## src/rtl/rcam_pkg.sv

```systemverilog
// Package for the ring cluster angle match filter.
// Holds word types, codes and fixed constants; used by every RTL file except rcam_ram.
`default_nettype none
package rcam_pkg;

    localparam int unsigned NUM_SECTORS      = 6;
    localparam int unsigned RINGS_PER_SECTOR = 512;
    localparam int unsigned IDX_W            = 12;   // ring index within a sector
    localparam int unsigned LEN_W            = 13;   // ring count within a sector
    localparam logic [16:0] SECTOR_PHI_STEP  = 17'd3840;
    localparam logic [16:0] FULL_TURN        = 17'd23040;
    localparam logic [11:0] TOTAL_MAX        = 12'hFFF;
    localparam logic [31:0] CNT_MAX          = 32'hFFFF_FFFF;

    // function codes
    localparam logic [1:0] FUNC_LOAD    = 2'd0;
    localparam logic [1:0] FUNC_CLUSTER = 2'd1;
    localparam logic [1:0] FUNC_EOE     = 2'd2;

    // outcome codes
    localparam logic [1:0] OUT_NO_RINGS = 2'd0;
    localparam logic [1:0] OUT_TOO_FEW  = 2'd1;
    localparam logic [1:0] OUT_ACCEPT   = 2'd2;

    // configuration register indexes
    localparam logic [2:0] CFG_DTHETA_LOW  = 3'd0;
    localparam logic [2:0] CFG_DTHETA_HIGH = 3'd1;
    localparam logic [2:0] CFG_DPHI_LOW    = 3'd2;
    localparam logic [2:0] CFG_DPHI_HIGH   = 3'd3;
    localparam logic [2:0] CFG_MIN_MATCHED = 3'd4;

    typedef struct packed {
        logic [1:0]  func;
        logic [2:0]  sector;
        logic [13:0] theta;
        logic [14:0] phi;
        logic        inner_segment;
    } t_in_word;

    typedef struct packed {
        logic        accepted;
        logic [1:0]  outcome;
        logic [11:0] ring_total;
        logic [11:0] matched_total;
        logic [31:0] events_seen;
        logic [31:0] events_with_rings;
        logic [31:0] events_accepted;
        logic [31:0] events_single_match;
    } t_out_word;

    // controller to datapath
    typedef struct packed {
        logic             busy;
        logic             rd_en;
        logic [IDX_W-1:0] rd_idx;
    } t_ctrl_cmd;

    // datapath to controller
    typedef struct packed {
        logic             scan_req;
        logic [LEN_W-1:0] scan_len;
    } t_dp_sts;

endpackage
`default_nettype wire

```

## src/rtl/rcam_ctrl.sv

```systemverilog
// Scan controller: walks the ring store of one sector for a cluster.
// Depends on rcam_pkg.
`default_nettype none
module rcam_ctrl (
    input  wire logic               i_clk,
    input  wire logic               i_rst_n,
    input  wire rcam_pkg::t_dp_sts  i_sts,
    output rcam_pkg::t_ctrl_cmd     o_cmd
);
    typedef enum logic [2:0] {
        S_IDLE  = 3'b001,
        S_SCAN  = 3'b010,
        S_DRAIN = 3'b100
    } t_state;

    t_state                     r_state, n_state;
    logic [rcam_pkg::LEN_W-1:0] r_idx, n_idx;
    logic [rcam_pkg::LEN_W-1:0] r_len, n_len;

    // next state and scan index
    always_comb begin
        n_state = r_state;
        n_idx   = r_idx;
        n_len   = r_len;
        o_cmd   = '0;
        unique case (r_state)
            S_IDLE: begin
                if (i_sts.scan_req) begin
                    n_len   = i_sts.scan_len;
                    n_idx   = '0;
                    n_state = S_SCAN;
                end
            end
            S_SCAN: begin
                o_cmd.busy   = 1'b1;
                o_cmd.rd_en  = 1'b1;
                o_cmd.rd_idx = r_idx[rcam_pkg::IDX_W-1:0];
                n_idx        = r_idx + 1'b1;
                if (n_idx == r_len) begin
                    n_state = S_DRAIN;
                end
            end
            S_DRAIN: begin
                // last compare and mark write happen here
                o_cmd.busy = 1'b1;
                n_state    = S_IDLE;
            end
            default: n_state = S_IDLE;
        endcase
    end

    always_ff @(posedge i_clk) begin
        if (!i_rst_n) begin
            r_state <= S_IDLE;
            r_idx   <= '0;
            r_len   <= '0;
        end else begin
            r_state <= n_state;
            r_idx   <= n_idx;
            r_len   <= n_len;
        end
    end
endmodule
`default_nettype wire

```

## config.mk

```make
export PLATFORM = sky130hd
export DESIGN_NAME = rcam_ctrl
export DESIGN_NICKNAME = d
export VERILOG_FILES = /design/src/rtl/rcam_pkg.sv /design/src/rtl/rcam_ctrl.sv
export SDC_FILE = /design/constraint.sdc
export NUM_CORES = 1
export LEC_CHECK = 0
export BUFFER_PORTS_ARGS = -buffer_cell sky130_fd_sc_hd__buf_2
export CORE_ASPECT_RATIO = 1.5
export CORE_MARGIN = 2
export CORE_UTILIZATION = 35
export CTS_BUF_LIST = sky130_fd_sc_hd__clkbuf_16
export DETAILED_ROUTE_END_ITERATION = 10
export SLEW_MARGIN = 40
export SYNTH_ARGS = -nofsm -noshare
export SYNTH_HDL_FRONTEND = slang
export SYNTH_SLANG_ARGS = --single-unit
```

## constraint.sdc

```tcl
create_clock -name i_clk -period 3.26 [get_ports i_clk]
set_input_delay 0.652 -clock i_clk [delete_from_list [all_inputs] [get_ports i_clk]]
set_output_delay 0.652 -clock i_clk [all_outputs]
set_load 0.005 [all_outputs]
```

==> results.md <==
- The flow ran to the end, and the final reports show no timing, DRC or antenna violations.
- Measured against the total synthesized area, the mux share comes to 0.0322.
- TritonCTS built the clock tree.
- For this block, the initial DRC count from the detailed router was 52.
- The die is 89.6 µm tall.
- After detailed routing, the number of remaining DRC violations is 0.
- Among all flip-flop cells after synthesis, the most frequent one is sky130_fd_sc_hd__dfxtp_1.
- The analysis attributes to net switching a power of 221 µW.
- The remaining global-route overflow is 0.
- Of the total synthesized cell area, the portion taken by XOR and XNOR cells is 0.0870.
- The share of final-layout standard cells stronger than drive strength 1 is 0.207.
- The worst-case IR drop observed on VDD is 0.280 mV.
- The class of the most critical setup path is reg -> out.
- The share of the core filled with cells in the final layout is 0.431.
- The number of failing hold endpoints at the final stage was 0.
- For the pin with the worst max-slew slack, the measured transition is 0.475 ns.
- The total of cells resized after clock tree synthesis is 0.
- Counting flops with a built-in enable in the synthesized netlist gives 0.
- The worst path required time is 2.61 ns.
- The analysis attributes to cell leakage a power of 0.000905 µW.
- The via-per-instance ratio is 5.09.
- The largest individual stage delay along the critical path comes from the cell sky130_fd_sc_hd__nor2_1.
- The worst-case headroom to the max-slew limit is 0.683.
- The layout net count is 257.
- The part of the Yosys area used for sequential elements is 0.339.
- Synthesis handed over a netlist of 214 instances.
- Static timing analysis puts the maximum clock frequency at 469 MHz.
- The worst hold path belongs to the class reg -> reg.
- The share of total power dissipated in sequential elements is 0.388.
- The async set or reset register ratio after synthesis is 0.
- By count the netlist is led by 40 x sky130_fd_sc_hd__nand2_1, 29 x sky130_fd_sc_hd__dfxtp_1, 14 x sky130_fd_sc_hd__a21oi_1, 14 x sky130_fd_sc_hd__and3_1, 11 x sky130_fd_sc_hd__nor2_1.
- Total power for the finished layout comes to 984 µW.
- By area the synthesized netlist is led by sky130_fd_sc_hd__dfxtp_1 34%, sky130_fd_sc_hd__nand2_1 8.8%, sky130_fd_sc_hd__and3_1 5.1%.
- After legalization and detailed placement, the total HPWL measured 2.96 mm.
- The number of nets handed over by synthesis was 231.
- The area fraction of the dominant cell type after synthesis is 0.339.
- For this configuration, the core starts out at a cell density of 0.359.
- In this run the clock root is driven by a sky130_fd_sc_hd__clkbuf_16.
- The later pin in the worst-skew pair is clocked with a latency of 0.27 ns.
- The sort of element at the end of the critical path is an output port.
- Setup violations remaining at the end of the flow were counted as 0.
- Together, buffers and inverters on the worst path number 2.
- The stage delay of the slowest cell on the critical path is 0.36 ns.
- Post-CTS timing repair inserted 0 buffers for setup.
- The maximum number of pins on one net before global-route repair is 24.
- The smallest clock period supported by the final layout is computed as 2.13 ns.
- The fraction of power consumed by combinational cells is 0.098.
- After synthesis, the largest family of logic cells by area is simple AND/OR/NAND/NOR gates.
- The total non-filler cell area in the finished layout is 2060 µm².
- The instance area at placement is 1900 µm².
- The remaining number of nets flagged by the antenna check after routing is 0.
- The worst-case clock buffer depth is 2.
- Hold is met by 0.472 ns.
- The dominant cell by count in the synthesized netlist is sky130_fd_sc_hd__nand2_1.
- A synthesized cell averages 8.00 µm².
- The number of rows created at floorplan is 31.
- For this design the top-level I/O count stands at 30.
- In the finished design, the share of the clock period the worst path needs comes to 0.654.
- The first global-routing pass estimated 6.90 mm of wire.
- The overall die width is 61.1 µm.
- The count of distinct cell types in the synthesized netlist is 42.
- The post-synthesis instance area is 1710 µm².
- The setup TNS after final layout is 0 ns.
- The die covers 5480 µm².
- Clock tree synthesis found a total of 29 sinks.
- The cell accounting for the most synthesized area is sky130_fd_sc_hd__dfxtp_1.
- Summing over every cut layer, the via total after detailed routing is 1564.
- The number of H-tree levels is 2.
- Relative to the synthesized area, the layout overhead comes to 20.2%.
- Along the worst path, the maximum fanout reaches 10.
- Yosys printed 0 warnings.
- Internal power comes to 763 µW.
- Across the routed clock network, the largest skew measured is 0.00380 ns.
- The number of hold buffers added after CTS is 0.
- The clock transition time at the flip-flop clock pins of the worst setup and hold paths is 0.05 ns.
- The final count of pins violating max slew came to 0.
- The number of buffers created by CTS is 5.
- Across the run, the number of max-cap violations was 0.
- Power spread over the standard cell area amounts to 478 nW/µm².
- The final layout contains routed wiring with a total length of 4.13 mm.
- The area fraction in compound gates after synthesis is 0.143.
- For the worst setup path, the data arrival time is 1.48 ns.
- On the critical path the largest part of the delay comes from simple AND/OR/NAND/NOR gates.
- The mean routed wirelength per cell is 13.5 µm.
- The count of antenna diodes in the layout is 0.
- Traced cell by cell, the critical path runs through nor2_1, nand2_1, inv_2, buf_2.
- For this run, the total global-route usage over all layers was measured as 0.170.
- Setup repair after global routing left no endpoint under its margin.
- The floorplan step defined a core boundary enclosing 4770 µm².
- The number of antenna violations at the first check in global routing is 0.
- The post-synthesis share of cell area spent on full adders, half adders and majority gates is 0.00731.
- Of the total power, the share spent switching nets is 0.224.
- Input and output buffers added on the ports amount to 29.
- Routability-driven placement finished with a final weighted congestion of 0.847.
- The number of global-route vias before repair is 1447.
- STA classifies the critical path startpoint as a register.
- The first-pass iteration count of the detailed router is 5.
- The clock share of power is 0.514.
- The share of synthesized cell area in and, or, nand and nor gates is 0.348.
- Counting flops and latches in the post-synthesis netlist gives 29.
worst register-to-register path: cells and delay by family (launching register included):
family	cells	cell delay [ns]
simple gates	4	0.71
flops	1	0.42
fa+ha+maj	1	0.34
mux	1	0.32
compound gates	1	0.11
registers in the layout, summed over array words and instances, names as in the netlist:
signal and count:
r_state 3, r_idx 13, r_len 13
worst paths after layout:
kind              depth (start not counted)  slack, ns    endpoint       start
setup / recovery                          4       1.13   o_cmd[12]  r_state[2]
hold / removal                            2       0.47    r_len[0]    r_len[0]
setup reg to reg                          7       1.24  r_state[1]    r_idx[0]
hold reg to reg                           2       0.47    r_len[0]    r_len[0]
layout make-up:
cell class / instances / area (µm²)
multi-input combinational: 170 / 1060
clock buffer: 5 / 125
sequential: 29 / 581
inverter: 2 / 7.51
fill: 476 / 2710
tap: 66 / 82.6
clock inverter: 3 / 37.5
timing repair buffer: 32 / 168
layout by cell type (no fill, tap or decap), drive strengths merged, types with 2 or more instances in the layout:
| master | instances |
|---|---|
| nand2 | 42 |
| buf | 32 |
| dfxtp | 29 |
| and3 | 17 |
| a21oi | 14 |
| nor2 | 11 |
| xnor2 | 10 |
| a21boi | 9 |
| o21ai | 8 |
| nand3 | 8 |
| xor2 | 7 |
| nor3 | 7 |
| nor2b | 6 |
| clkbuf | 5 |
| mux2i | 4 |
| and2 | 4 |
| nand2b | 3 |
| inv | 3 |
| nand4 | 2 |
| o31ai | 2 |
| a31oi | 2 |
through the flow:
step / setup slack, ns / instances
floorplan: 1.44 / 214
CTS: 1.13 / 307
finish: 1.13 / 307
global route: 1.03 / 307
global placement: 1.29 / 299
detailed placement: 1.28 / 299
cell families (layout without fill, tap and decap cells):
kind of cell / count (synthesis) / after routing
and+or+nand+nor: 107 / 107
muxes: 5 / 5
AOI/OAI and AO/OA: 40 / 40
DFF: 29 / 29
xor gates and xnor gates: 17 / 17
adders and majority gates: 1 / 1
buffers and inverters: 15 / 42
power groups by stage:
stage / combinational, µW / clock (µW) / sequential, µW
floorplan: 69.6 / 0 / 384
global placement: 96.2 / 0 / 389
detailed placement: 97.4 / 0 / 389
CTS: 97.8 / 515 / 382
global route: 109 / 532 / 384
finish: 96.0 / 506 / 382
metal layers:
layer	routed length, µm	global-route usage
met1	1780	0.206
met2	2100	0.281
met3	156	0.0315
met4	97	0.0870
met5	0	0
No activity file was read; power rests on OpenSTA's default activity.
